$ cat config.mk
export PLATFORM = sky130hd
export DESIGN_NAME = step_timeline_sequencer
export DESIGN_NICKNAME = d
export VERILOG_FILES = /design/src/rtl/core/sts_pkg.sv /design/src/rtl/core/sts_front.sv /design/src/rtl/core/sts_back.sv /design/src/rtl/core/step_timeline_sequencer.sv
export SDC_FILE = /design/constraint.sdc
export NUM_CORES = 2
export LEC_CHECK = 0
export BUFFER_PORTS_ARGS = -buffer_cell sky130_fd_sc_hd__buf_4
export CAP_MARGIN = 20
export CORE_MARGIN = 2
export CORE_UTILIZATION = 65
export CTS_CLUSTER_SIZE = 14
export DETAILED_ROUTE_END_ITERATION = 12
export GPL_TIMING_DRIVEN = 1
export PLACE_DENSITY = 0.82
export SLEW_MARGIN = 25
export SYNTH_ARGS = -nofsm -noshare
export SYNTH_HDL_FRONTEND = slang
export SYNTH_SLANG_ARGS = --single-unit
export TNS_END_PERCENT = 100
$ cat constraint.sdc
create_clock -name clk -period 13.4 [get_ports clk]
set_clock_uncertainty 0.1 [all_clocks]
set_input_delay 0.67 -clock clk [delete_from_list [all_inputs] [get_ports clk]]
set_output_delay 0.67 -clock clk [all_outputs]
set_load 0.02 [all_outputs]
$ cat src/rtl/core/sts_pkg.sv
// Shared types and constants for the step timeline sequencer.
`default_nettype none
package sts_pkg;

    localparam int MAX_STEPS_DEF = 64;
    localparam int TICK_W        = 10;
    localparam int DUR_W         = 24;
    localparam int ELAP_W        = 25;
    localparam int POS_W         = 30;
    localparam int IDX_W         = 6;
    localparam int CNT_W         = 7;
    localparam logic [TICK_W-1:0] TICK_RST = 10'd10;
    localparam logic [31:0] TOTAL_MAX = 32'h3FFF_FFFF;

    localparam logic [2:0] KIND_TICK    = 3'd0;
    localparam logic [2:0] KIND_LOAD    = 3'd1;
    localparam logic [2:0] KIND_REPLACE = 3'd2;
    localparam logic [2:0] KIND_PLAY    = 3'd3;
    localparam logic [2:0] KIND_PAUSE   = 3'd4;
    localparam logic [2:0] KIND_STOP    = 3'd5;
    localparam logic [2:0] KIND_SEEK    = 3'd6;

    localparam logic [1:0] ST_OK    = 2'd0;
    localparam logic [1:0] ST_ARG   = 2'd1;
    localparam logic [1:0] ST_STATE = 2'd2;

    localparam logic [2:0] EV_NONE      = 3'd0;
    localparam logic [2:0] EV_APPLY     = 3'd1;
    localparam logic [2:0] EV_APPLY_OFS = 3'd2;
    localparam logic [2:0] EV_PAUSE     = 3'd3;
    localparam logic [2:0] EV_OFF       = 3'd4;

    typedef enum logic [2:0] {
        OP_TICK, OP_LOAD, OP_REPLACE, OP_PLAY, OP_PAUSE, OP_STOP, OP_SEEK, OP_BAD
    } op_t;

    typedef enum logic [2:0] {
        BK_IDLE, BK_EXEC, BK_SEEK, BK_SUM_INIT, BK_SUM, BK_OUT
    } bk_state_t;

    typedef struct packed {
        logic [2:0]       kind;
        logic [IDX_W-1:0] entry_idx;
        logic [DUR_W-1:0] entry_dur;
        logic             last_step;
        logic [POS_W-1:0] seek_pos;
    } seq_req_t;

    typedef struct packed {
        logic [1:0]        status;
        logic [2:0]        event_res;
        logic [IDX_W-1:0]  event_step;
        logic [DUR_W-1:0]  event_offset_ms;
        logic              playing;
        logic              paused;
        logic              realtime_res;
        logic [IDX_W-1:0]  current_step;
        logic [ELAP_W-1:0] elapsed_ms;
        logic [POS_W-1:0]  total_elapsed_ms;
        logic [CNT_W-1:0]  num_steps;
    } seq_rsp_t;

    typedef struct packed {
        op_t              op;
        logic [IDX_W-1:0] entry_idx;
        logic [DUR_W-1:0] entry_dur;
        logic             last_step;
        logic [POS_W-1:0] seek_pos;
    } seq_item_t;

endpackage
`default_nettype wire

$ cat src/rtl/core/sts_front.sv
// Front end: decodes requests and queues them for the back end.
`default_nettype none
module sts_front
    import sts_pkg::*;
(
    input  wire logic      clk,
    input  wire logic      rst_n,
    input  wire logic      start,
    output logic           busy,
    input  wire seq_req_t  req,
    output logic           item_valid,
    output seq_item_t      item,
    input  wire logic      item_pop
);

    seq_item_t  q_reg [2];
    logic       wp_reg, wp_next;
    logic       rp_reg, rp_next;
    logic [1:0] cnt_reg, cnt_next;
    seq_item_t  dec;
    logic       push, pop;

    always_comb
    begin
        dec.entry_idx = req.entry_idx;
        dec.entry_dur = req.entry_dur;
        dec.last_step = req.last_step;
        dec.seek_pos  = req.seek_pos;
        case (req.kind)
            KIND_TICK:    dec.op = OP_TICK;
            KIND_LOAD:    dec.op = OP_LOAD;
            KIND_REPLACE: dec.op = OP_REPLACE;
            KIND_PLAY:    dec.op = OP_PLAY;
            KIND_PAUSE:   dec.op = OP_PAUSE;
            KIND_STOP:    dec.op = OP_STOP;
            KIND_SEEK:    dec.op = OP_SEEK;
            default:      dec.op = OP_BAD;
        endcase
    end

    assign busy       = (cnt_reg == 2'd2);
    assign item_valid = (cnt_reg != 2'd0);
    assign item       = q_reg[rp_reg];
    assign push       = start && !busy;
    assign pop        = item_pop && item_valid;

    always_comb
    begin
        wp_next  = push ? ~wp_reg : wp_reg;
        rp_next  = pop ? ~rp_reg : rp_reg;
        cnt_next = cnt_reg + {1'b0, push} - {1'b0, pop};
    end

    always_ff @(posedge clk or negedge rst_n)
    begin
        if (!rst_n)
        begin
            wp_reg  <= 1'b0;
            rp_reg  <= 1'b0;
            cnt_reg <= 2'd0;
        end
        else
        begin
            wp_reg  <= wp_next;
            rp_reg  <= rp_next;
            cnt_reg <= cnt_next;
        end
    end

    always_ff @(posedge clk)
    begin
        if (push)
        begin
            q_reg[wp_reg] <= dec;
        end
    end

endmodule
`default_nettype wire

$ cat src/rtl/core/sts_back.sv
// Back end: executes commands, walks the step table, forms results.
`default_nettype none
module sts_back
    import sts_pkg::*;
#(
    parameter int MAX_STEPS = MAX_STEPS_DEF
)
(
    input  wire logic              clk,
    input  wire logic              rst_n,
    input  wire logic [TICK_W-1:0] tick_ms,
    input  wire logic              item_valid,
    input  wire seq_item_t         item,
    output logic                   item_pop,
    output logic                   done,
    output seq_rsp_t               rsp
);

    localparam int AW = (MAX_STEPS > 1) ? $clog2(MAX_STEPS) : 1;
    localparam logic [31:0] MAX_W = 32'(MAX_STEPS);

    logic [DUR_W-1:0] mem [MAX_STEPS];
    logic [DUR_W-1:0] rdata_reg;
    logic [CNT_W-1:0] rd_idx;
    logic             wr_en;

    bk_state_t         state_reg, state_next;
    seq_item_t         cmd_reg, cmd_next;
    logic [CNT_W-1:0]  count_reg, count_next;
    logic [IDX_W-1:0]  cur_reg, cur_next;
    logic [ELAP_W-1:0] elap_reg, elap_next;
    logic              play_reg, play_next;
    logic              pause_reg, pause_next;
    logic              rt_reg, rt_next;
    logic              zs_reg, zs_next;
    logic [1:0]        status_reg, status_next;
    logic [2:0]        ev_reg, ev_next;
    logic [IDX_W-1:0]  evs_reg, evs_next;
    logic [DUR_W-1:0]  evo_reg, evo_next;
    logic [CNT_W-1:0]  i_reg, i_next;
    logic [30:0]       acc_reg, acc_next;
    logic [POS_W-1:0]  total_reg, total_next;

    logic              idx_bad;
    logic [ELAP_W-1:0] tick_sum;
    logic              zs;
    logic              rt;
    logic [31:0]       acc_end;
    logic [31:0]       tot;

    always_ff @(posedge clk)
    begin
        if (wr_en)
        begin
            mem[AW'(cmd_reg.entry_idx)] <= cmd_reg.entry_dur;
        end
        rdata_reg <= mem[AW'(rd_idx)];
    end

    assign idx_bad  = ({26'd0, cmd_reg.entry_idx} >= MAX_W);
    assign tick_sum = elap_reg + {15'd0, tick_ms};
    assign zs       = zs_reg || (cmd_reg.entry_dur == '0);
    assign rt       = (cmd_reg.entry_idx == '0) && (cmd_reg.entry_dur == '0);
    assign acc_end  = {1'b0, acc_reg} + {8'd0, rdata_reg};
    assign tot      = {1'b0, acc_reg} + {7'd0, elap_reg};

    always_comb
    begin
        state_next = state_reg;
        case (state_reg)
            BK_IDLE:
            begin
                if (item_valid)
                begin
                    state_next = BK_EXEC;
                end
            end
            BK_EXEC:
            begin
                if (cmd_reg.op == OP_SEEK && !rt_reg)
                begin
                    state_next = BK_SEEK;
                end
                else
                begin
                    state_next = BK_SUM_INIT;
                end
            end
            BK_SEEK:
            begin
                if (i_reg >= count_reg || {1'b0, cmd_reg.seek_pos} < acc_end[30:0]
                    || {1'b0, cmd_reg.seek_pos} < acc_reg)
                begin
                    state_next = BK_SUM_INIT;
                end
            end
            BK_SUM_INIT: state_next = BK_SUM;
            BK_SUM:
            begin
                if (!(i_reg < {1'b0, cur_reg} && i_reg < count_reg))
                begin
                    state_next = BK_OUT;
                end
            end
            BK_OUT:  state_next = BK_IDLE;
            default: state_next = BK_IDLE;
        endcase
    end

    always_comb
    begin
        item_pop = (state_reg == BK_IDLE) && item_valid;
        done     = (state_reg == BK_OUT);
        wr_en    = (state_reg == BK_EXEC) && !idx_bad
                   && ((cmd_reg.op == OP_LOAD)
                       || (cmd_reg.op == OP_REPLACE
                           && {1'b0, cmd_reg.entry_idx} < count_reg
                           && (rt_reg || cmd_reg.entry_dur != '0)));
        case (state_reg)
            BK_IDLE: rd_idx = {1'b0, cur_reg};
            BK_SEEK: rd_idx = 7'(i_reg + 7'd1);
            BK_SUM:  rd_idx = 7'(i_reg + 7'd1);
            default: rd_idx = '0;
        endcase
        rsp.status           = status_reg;
        rsp.event_res        = ev_reg;
        rsp.event_step       = evs_reg;
        rsp.event_offset_ms  = evo_reg;
        rsp.playing          = play_reg;
        rsp.paused           = pause_reg;
        rsp.realtime_res     = rt_reg;
        rsp.current_step     = cur_reg;
        rsp.elapsed_ms       = elap_reg;
        rsp.total_elapsed_ms = total_reg;
        rsp.num_steps        = count_reg;
    end

    always_comb
    begin
        cmd_next    = cmd_reg;
        count_next  = count_reg;
        cur_next    = cur_reg;
        elap_next   = elap_reg;
        play_next   = play_reg;
        pause_next  = pause_reg;
        rt_next     = rt_reg;
        zs_next     = zs_reg;
        status_next = status_reg;
        ev_next     = ev_reg;
        evs_next    = evs_reg;
        evo_next    = evo_reg;
        i_next      = i_reg;
        acc_next    = acc_reg;
        total_next  = total_reg;
        case (state_reg)
            BK_IDLE:
            begin
                if (item_valid)
                begin
                    cmd_next    = item;
                    status_next = ST_OK;
                    ev_next     = EV_NONE;
                    evs_next    = '0;
                    evo_next    = '0;
                end
            end
            BK_EXEC:
            begin
                i_next   = '0;
                acc_next = '0;
                case (cmd_reg.op)
                    OP_TICK:
                    begin
                        if (play_reg && count_reg != '0 && !rt_reg)
                        begin
                            if (tick_sum >= {1'b0, rdata_reg})
                            begin
                                elap_next = '0;
                                if ({1'b0, cur_reg} + 7'd1 < count_reg)
                                begin
                                    cur_next = cur_reg + 6'd1;
                                    ev_next  = EV_APPLY;
                                    evs_next = cur_reg + 6'd1;
                                end
                                else
                                begin
                                    play_next = 1'b0;
                                    cur_next  = '0;
                                    ev_next   = EV_OFF;
                                end
                            end
                            else
                            begin
                                elap_next = tick_sum;
                            end
                        end
                    end
                    OP_LOAD:
                    begin
                        if (idx_bad)
                        begin
                            status_next = ST_ARG;
                        end
                        else
                        begin
                            play_next  = 1'b0;
                            pause_next = 1'b0;
                            zs_next    = zs;
                            if (cmd_reg.last_step)
                            begin
                                cur_next  = '0;
                                elap_next = '0;
                                zs_next   = 1'b0;
                                if (!rt && zs)
                                begin
                                    status_next = ST_ARG;
                                    count_next  = '0;
                                    rt_next     = 1'b0;
                                end
                                else
                                begin
                                    count_next = {1'b0, cmd_reg.entry_idx} + 7'd1;
                                    rt_next    = rt;
                                end
                            end
                        end
                    end
                    OP_REPLACE:
                    begin
                        if (idx_bad || {1'b0, cmd_reg.entry_idx} >= count_reg
                            || (!rt_reg && cmd_reg.entry_dur == '0))
                        begin
                            status_next = ST_ARG;
                        end
                        else
                        begin
                            if (rt_reg && count_reg == 7'd1)
                            begin
                                rt_next = rt;
                            end
                            if (cmd_reg.entry_idx == cur_reg)
                            begin
                                ev_next  = EV_APPLY;
                                evs_next = cmd_reg.entry_idx;
                            end
                        end
                    end
                    OP_PLAY:
                    begin
                        if (count_reg != '0 && !play_reg)
                        begin
                            if ({1'b0, cur_reg} >= count_reg)
                            begin
                                status_next = ST_ARG;
                            end
                            else
                            begin
                                ev_next    = EV_APPLY_OFS;
                                evs_next   = cur_reg;
                                evo_next   = elap_reg[DUR_W-1:0];
                                play_next  = 1'b1;
                                pause_next = 1'b0;
                            end
                        end
                    end
                    OP_PAUSE:
                    begin
                        if (rt_reg)
                        begin
                            status_next = ST_STATE;
                        end
                        else
                        begin
                            pause_next = play_reg;
                            play_next  = 1'b0;
                            if (play_reg)
                            begin
                                ev_next = EV_PAUSE;
                            end
                        end
                    end
                    OP_STOP:
                    begin
                        play_next  = 1'b0;
                        pause_next = 1'b0;
                        rt_next    = 1'b0;
                        cur_next   = '0;
                        elap_next  = '0;
                        ev_next    = EV_OFF;
                    end
                    OP_SEEK:
                    begin
                        if (rt_reg)
                        begin
                            status_next = ST_STATE;
                        end
                    end
                    default: status_next = ST_ARG;
                endcase
            end
            BK_SEEK:
            begin
                if (i_reg >= count_reg)
                begin
                    status_next = ST_ARG;
                end
                else if ({1'b0, cmd_reg.seek_pos} >= acc_reg
                         && {2'b0, cmd_reg.seek_pos} < acc_end)
                begin
                    cur_next  = i_reg[IDX_W-1:0];
                    elap_next = 25'({1'b0, cmd_reg.seek_pos} - acc_reg);
                    if (play_reg || pause_reg)
                    begin
                        ev_next  = EV_APPLY_OFS;
                        evs_next = i_reg[IDX_W-1:0];
                        evo_next = 24'({1'b0, cmd_reg.seek_pos} - acc_reg);
                    end
                end
                else
                begin
                    acc_next = acc_end[30:0];
                    i_next   = i_reg + 7'd1;
                end
            end
            BK_SUM_INIT:
            begin
                i_next   = '0;
                acc_next = '0;
            end
            BK_SUM:
            begin
                if (i_reg < {1'b0, cur_reg} && i_reg < count_reg)
                begin
                    acc_next = acc_end[30:0];
                    i_next   = i_reg + 7'd1;
                end
                else
                begin
                    total_next = (tot > TOTAL_MAX) ? TOTAL_MAX[POS_W-1:0] : tot[POS_W-1:0];
                end
            end
            default: ;
        endcase
    end

    always_ff @(posedge clk or negedge rst_n)
    begin
        if (!rst_n)
        begin
            state_reg  <= BK_IDLE;
            count_reg  <= '0;
            cur_reg    <= '0;
            elap_reg   <= '0;
            play_reg   <= 1'b0;
            pause_reg  <= 1'b0;
            rt_reg     <= 1'b0;
            zs_reg     <= 1'b0;
            status_reg <= ST_OK;
            ev_reg     <= EV_NONE;
            evs_reg    <= '0;
            evo_reg    <= '0;
            i_reg      <= '0;
            acc_reg    <= '0;
            total_reg  <= '0;
        end
        else
        begin
            state_reg  <= state_next;
            count_reg  <= count_next;
            cur_reg    <= cur_next;
            elap_reg   <= elap_next;
            play_reg   <= play_next;
            pause_reg  <= pause_next;
            rt_reg     <= rt_next;
            zs_reg     <= zs_next;
            status_reg <= status_next;
            ev_reg     <= ev_next;
            evs_reg    <= evs_next;
            evo_reg    <= evo_next;
            i_reg      <= i_next;
            acc_reg    <= acc_next;
            total_reg  <= total_next;
        end
    end

    always_ff @(posedge clk)
    begin
        cmd_reg <= cmd_next;
    end

endmodule
`default_nettype wire

$ cat src/rtl/core/step_timeline_sequencer.sv
// Top level of the step timeline sequencer.
// Usage:
//   A request (req) is taken on a clock edge with start high and busy low.
//   Requests enter a two-entry queue; busy is high while the queue is full.
//   Each request gives one result on rsp, valid for exactly one cycle with
//   done high. The receiver cannot stall; results come out in request order.
//   Each request passes through the states EXEC, SUM_INIT, SUM and OUT;
//   SUM adds up the durations of the steps before the cursor step to
//   form total_elapsed_ms. A seek, unless realtime_res is set, first
//   walks the table in SEEK, entry by entry from the first, until it
//   reaches the target step or the end of the table. A queued request
//   also waits for the one ahead of it. The step table is read one
//   entry per cycle. tick_ms is written with cfg_we/cfg_data; the user
//   must write it only while no request is pending (not enforced).
//   Reset clears the cursor, flags, step count and tick_ms (to 10); the
//   table contents are undefined until loaded.
`default_nettype none
module step_timeline_sequencer
    import sts_pkg::*;
#(
    parameter int MAX_STEPS = MAX_STEPS_DEF
)
(
    input  wire logic              clk,
    input  wire logic              rst_n,
    input  wire logic              start,
    output logic                   busy,
    input  wire seq_req_t          req,
    output logic                   done,
    output seq_rsp_t               rsp,
    input  wire logic              cfg_we,
    input  wire logic [TICK_W-1:0] cfg_data
);

    logic [TICK_W-1:0] tick_reg;
    logic              item_valid;
    logic              item_pop;
    seq_item_t         item;

    always_ff @(posedge clk or negedge rst_n)
    begin
        if (!rst_n)
        begin
            tick_reg <= TICK_RST;
        end
        else if (cfg_we)
        begin
            tick_reg <= cfg_data;
        end
    end

    sts_front u_front (
        .clk        (clk),
        .rst_n      (rst_n),
        .start      (start),
        .busy       (busy),
        .req        (req),
        .item_valid (item_valid),
        .item       (item),
        .item_pop   (item_pop)
    );

    sts_back #(
        .MAX_STEPS (MAX_STEPS)
    ) u_back (
        .clk        (clk),
        .rst_n      (rst_n),
        .tick_ms    (tick_reg),
        .item_valid (item_valid),
        .item       (item),
        .item_pop   (item_pop),
        .done       (done),
        .rsp        (rsp)
    );

endmodule
`default_nettype wire

After elaboration in Yosys (flattened, before gate mapping)
Memories as Yosys holds them, arrays and structs flattened. A register that Yosys moved wholly into a read port is not among the register bits.
Index checks and enable logic that the tools add are counted.
- add/subtract/negate cells: 10
- $lt $le $gt $ge: 13
- bitwise gates (word level): 3
- equality and inequality tests: 59
- mux-type cells: 99
- reductions and logical operators: 61
- operators with widths (operator ; number):
    $mux W24 ; 7
    $mux W25 ; 5
    $mux W6 ; 17
    $mux W31 ; 3
    $pmux W31 S3 ; 1
    $pmux W25 S3 ; 1
    $pmux W24 S3 ; 1
    $lt A30 B31 Y1 ; 2
    $pmux W6 S3 ; 3
    $pmux W25 S2 ; 1
    $mux W3 ; 16
    $ne A3 B3 Y1 const B ; 11
    $add A31 B24 Y32 ; 1
    $add A31 B25 Y32 ; 1
    $gt A32 B30 Y1 const B ; 1
    $lt A30 B32 Y1 ; 1
    $ge A30 B31 Y1 ; 1
    $mux W30 ; 1
    $pmux W3 S5 ; 2
    $mux W7 ; 4
    $add A25 B10 Y25 ; 1
    $ge A25 B24 Y1 ; 1
    $sub A25 B25 Y25 ; 1
    $eq A3 B3 Y1 const B ; 8
    53 further kinds ; 154
- flip-flop bits (word level): 162
- memories: 2
- logic and storage cells: 266
- bits in writable memories: 1664
- output and inout port bits: 108
- memories (name ; depth ; width ; read ports ; clocked after memory_dff ; write ports ; RTL line ; source):
    u_back.mem ; 64 ; 24 ; 1 ; 1 ; 1 ; sts_back.sv:22 ; logic [DUR_W-1:0] mem [MAX_STEPS];
    u_front.q_reg ; 2 ; 64 ; 1 ; 1 ; 1 ; sts_front.sv:16 ; seq_item_t q_reg [2];

Depth between registers and ports, before layout
- depth after elaboration: 8
- gate-level depth with buffers: 21

Modules after synthesis
A second synthesis with hierarchy kept.
- cells, all modules: 4730
- area, all modules: 81074.0 um^2
- modules (own cells, without submodules) (module ; area an instance (um^2) ; seq. area each (um^2) ; cells an instance ; instances):
    sts_back ; 75621.3 ; 52230.1 ; 4489 ; 1
    sts_front ; 5038.6 ; 3943.8 ; 220 ; 1
    step_timeline_sequencer ; 414.1 ; 252.7 ; 21 ; 1

Worst setup path after synthesis
Ideal clock, no wire load.
- path type: register -> register
- from: reg u_back.state_reg[1]
- to: reg u_front.cnt_reg[1]
- library setup time: 0.080 ns
- arrival: 4.868 ns
- stages on the path, launching flop included: 11
- data required time: 13.220 ns
- setup slack: 8.352 ns
- buffers on the path: 2
- period minus slack after synthesis: 5.048 ns
- cells stage by stage: dfrtp_1 -> clkbuf_1 -> clkbuf_1 -> nor2_1 -> o21ai_0 -> nor2_1 -> ha_1 -> inv_1 -> ha_1 -> xnor2_1 -> xnor2_1
- cells in the longest elaborated chain, start to end: 4
- RTL lines (element ; RTL line ; source):
    start: declaration ; sts_back.sv:27 ; bk_state_t state_reg, state_next;
    start signal: assignment ; sts_back.sv:368 ; state_reg <= state_next;
    $logic_not A3 Y1 ; sts_back.sv:112 ; item_pop = (state_reg == BK_IDLE) && item_valid;
    $logic_and A1 B1 Y1 ; sts_back.sv:112 ;
    net item_pop ; step_timeline_sequencer.sv:37 ; logic item_pop;
    $logic_and A1 B1 Y1 ; sts_front.sv:45 ; assign pop = item_pop && item_valid;
    $sub A2 B1 Y2 ; sts_front.sv:51 ; cnt_next = cnt_reg + {1'b0, push} - {1'b0, pop};
    net u_front.cnt_next[1] ; sts_front.sv:19 ; logic [1:0] cnt_reg, cnt_next;
    end signal: assignment ; sts_front.sv:66 ; cnt_reg <= cnt_next;
    end: declaration ; sts_front.sv:19 ;
The timed path passes the listed nets, and every way through them passes these cells.
A chain may end at the register's enable or synchronous reset.

Worst setup path in the final report
- from: reg u_back.acc_reg[0]
- to: reg u_back.elap_reg[8]
- cells in the longest elaborated chain, start to end: 5
- elaborated cells between the ends (all ways): 10
- classes of those cells: add/sub: 2; order compare: 2; eq/ne: 1; mux: 3; reduce/logical: 2
- RTL lines (element ; RTL line ; source):
    start: declaration ; sts_back.sv:41 ; logic [30:0] acc_reg, acc_next;
    start signal: assignment ; sts_back.sv:381 ; acc_reg <= acc_next;
    $add A31 B24 Y32 ; sts_back.sv:64 ; assign acc_end = {1'b0, acc_reg} + {8'd0, rdata_reg};
    $lt A30 B32 Y1 ; sts_back.sv:308 ; && {2'b0, cmd_reg.seek_pos} < acc_end)
    $logic_and A1 B1 Y1 ; sts_back.sv:308 ;
    $ne A2 B1 Y1 (no line) ; -- ;
    $reduce_and A6 Y1 (no line) ; -- ;
    end signal: assignment ; sts_back.sv:371 ; elap_reg <= elap_next;
    end: declaration ; sts_back.sv:31 ; logic [ELAP_W-1:0] elap_reg, elap_next;
Several ways; a longest one is shown, not always the timed one. The select of a mux whose other input is x is not followed.

==> impl_metrics.csv <==
group,metric,value,unit
power_and_ir_drop,leakage,31.0,nW
grt,track_usage,0.345,
grt,antenna_found_initial,7,
power_and_ir_drop,power_density,233,nW/µm²
floorplan,ios,186,
placed_design,io_buffers,185,
floorplan,row_count,129,
synth,synthesis.nets,4770,
sta,tns,0,ps
synth,ys_types,89,
min_path,holdCritStartpoint,"cfg_we",
routing,drt-initial-drc-count,6457,
routing,dr.pass1.iters,6,
synth,ys_seq_elements,1914,
placed_design,dp_cells,6244,
sta,setup_viol,0,
clocking,numCtsBuffers,184,
critical_path,crit_start,"u_back.acc_reg[0]$_DFFE_PN0P_",
placed_design,dpl_cell_area,85300,µm²
sta,slew_headroom,0.277,
sta,drv_slew,0,
clocking,clkTransAtPathRegs,60,ps
sta,fmax,0.151,GHz
critical_path,cp.required,13970,ps
synth,synth_edf_count,1728,
status,status,"complete, no violations",
routing,wire_per_inst,33.0,µm
routing,top_layer,"met5",
final_layout,seq_area,56400,µm²
placed_design,gp_congestion,0.982,
final_layout,fillCellCount,6894,
clocking,post-cts-setup-buffer-count,0,
final_layout,final_util,0.740,
synth,syn_inst,4509,
final_layout,nets,5129,
critical_path,end_kind,"flip-flop",
power_and_ir_drop,peakVddDrop,0.000237,V
critical_path,critical_path_peak_fanout,25,
synth,yosys.area.top_type,"edfxtp_1",
final_layout,area_growth,12.6,%
routing,avgViaCountPerCell,6.92,
floorplan,initial_core_util,0.657,
routing,vias,46000,
routing,drc,0,
final_layout,largest_reg_flops,1536,
routing,drtAntennaViolNets,0,
critical_path,worstPathArrival,7200,ps
clocking,cts_tree,"yes",
synth,avgSynthCellArea,18.1,µm²
run,cap_viol_max_count,0,
floorplan,die_h,358,µm
floorplan,die_area,128000,µm²
sta,min_period,6630,ps
synth,synth_warnings,0,
sta,worstMarginPinSlew,1080,ps
final_layout,design_area,91800,µm²
power_and_ir_drop,finalPower,21.4,mW
routing,wl_met3,22.3,mm
synth,syn_area,81500,µm²
sta,min_period_over_period,0.495,
synth,yosysSeqAreaShare,0.692,
placed_design,dp_hpwl,125,mm
grt,grt_pass1_vias,46000,
routing,wl_met2,106,mm
min_path,hold_path_class,"primary input to flip-flop",
synth,yosys-top-cells-area,"edfxtp_1, mux4_2, dfrtp_1",
synth,async_flop_share,0.0846,
final_layout,multi_input_area,24000,µm²
clocking,clk_path_buf_depth,3,
final_layout,finalNonFillerCells,6652,
floorplan,core_area,124000,µm²
floorplan,die_x,358,µm
grt,overflow,0,
clocking,cts_root_buf,"clkbuf_16",
synth,synth_ff_type,"edfxtp_1",
sta,hold_viol_final,0,
clocking,insertion_delay,820,ps
sta,rsz0062_at_grt,"false",
clocking,cts_num_sinks,1914,
grt,grt_max_degree,134,
final_layout,final_layout_size_suffix_gt1_frac,0.239,
critical_path,critPathLaunchType,"flip-flop",
critical_path,r2r-start,"u_back.acc_reg[0]$_DFFE_PN0P_",
critical_path,crit_type,"flip-flop to flip-flop",
routing,wl,219,mm
grt,grt_pass1_wl,315,mm
clocking,htreeDepth,4,
synth,yosys.area.top_type_share,0.636,
routing,drt-met1-wl,79.4,mm
## cell families after synthesis
| kind of cell | after synthesis | share of synthesized area |
|---|---|---|
| flops | 1914 | 0.692 |
| mux | 912 | 0.174 |
| simple gates | 549 | 0.0316 |
| compound gates | 507 | 0.0451 |
| buf+inv | 331 | 0.0166 |
| fa+ha+maj | 183 | 0.0285 |
| xor+xnor | 113 | 0.0121 |
## cells in the mapped netlist, types with 45 or more instances
cell type and number:
mux2_2 132, a21oi_1 108, clkbuf_1 130, xnor2_1 70, o21ai_0 71, dfrtp_1 160, inv_1 120, nand2_1 129
edfxtp_1 1728, a21o_1 55, ha_1 179, mux4_2 384, mux2i_1 377, buf_2 45, nor2_1 206
## power by group
part / leakage [nW] / total, mW / internal, mW / switching [mW]
combinational: 10.4 / 8.44 / 3.36 / 5.08
sequential: 17.8 / 8.02 / 7.49 / 0.530
clock: 2.76 / 4.97 / 2.77 / 2.20
total: 31.0 / 21.4 / 13.6 / 7.81
## cells in the final DEF, fill, tap and decap left out, drive strengths merged, types with 15 or more instances in the layout
master       instances
nand2              129
o21ai               79
a211oi              18
edfxtp            1728
and3                16
nand2b              27
nand3               41
nand4               24
mux2i              377
a21o                55
xnor2               70
a22o                21
o21a                18
dfrtp              160
mux2               151
buf                309
nor2               206
mux4               384
nor3                23
clkinv              52
dfxtp               24
nor4                16
dlygate4sd3         75
clkbuf             260
a21oi              110
o211ai              32
ha                 179
xor2                43
o22a                30
inv                124
o21bai              15
## metrics by stage
step                      hold slack, ps  setup slack [ps]
after CTS                            105              6850
final                                147              6770
after detailed placement             393              6900
after floorplan                      274              8350
after global placement               388              6930
after global routing                 128              6460
## final timing paths
| kind | to | depth (start not counted) | slack (ps) |
|---|---|---|---|
| min in group asynchronous | u_back.total_reg[16]$_DFFE_PN0P_ | 2 | 360 |
| worst max-delay path | u_back.elap_reg[8]$_DFFE_PN0P_ | 21 | 6770 |
| worst min register to register | u_back.total_reg[5]$_DFFE_PN0P_ | 1 | 410 |
| worst max register to register | u_back.elap_reg[8]$_DFFE_PN0P_ | 21 | 6770 |
| worst min-delay path | tick_reg[0]$_DFFE_PN0P_ | 2 | 150 |
| max in group asynchronous | u_back.evo_reg[4]$_DFFE_PN0P_ | 4 | 10970 |
## area by class of cell
cell class                 instances  area share
clock buffer                     260      0.0551
tap                             1637      0.0223
timing repair buffer             384      0.0344
clock inverter                    67     0.00709
antenna                            6    0.000164
multi-input combinational       2264       0.261
inverter                         120     0.00491
sequential                      1914       0.615
## routing by layer
layer | track usage | vias up
met4 | 0.161 | 4
met5 | 0 | -
met1 | 0.470 | 23400
li1 | - | 18800
met2 | 0.554 | 3270
met3 | 0.0598 | 546
## worst max-delay path, stage by stage, from the launching register on
cell      delay [ps]
dfrtp_1          500
ha_1             270
inv_1             80
fa_1             390
nand2b_1         180
a21oi_1          290
o41ai_1          230
o21ai_0          660
a31oi_1          270
or2_2            360
nor3_1           210
nor2_1            80
ha_1             300
and3_1           150
nand3_1           90
nor3_1           190
a21oi_1          130
a311oi_4         430
a211oi_4         100
buf_4            250
o21ai_4          770
mux2_2           430
## timing repair
item | 4_1_cts | 5_1_grt
setup endpoints to repair | 0 | 0
endpoints found under the hold margin | 206 | 0
gates resized for setup | 0 | 0
hold buffers | 75 | 0
No activity file was read; power rests on OpenSTA's default activity.
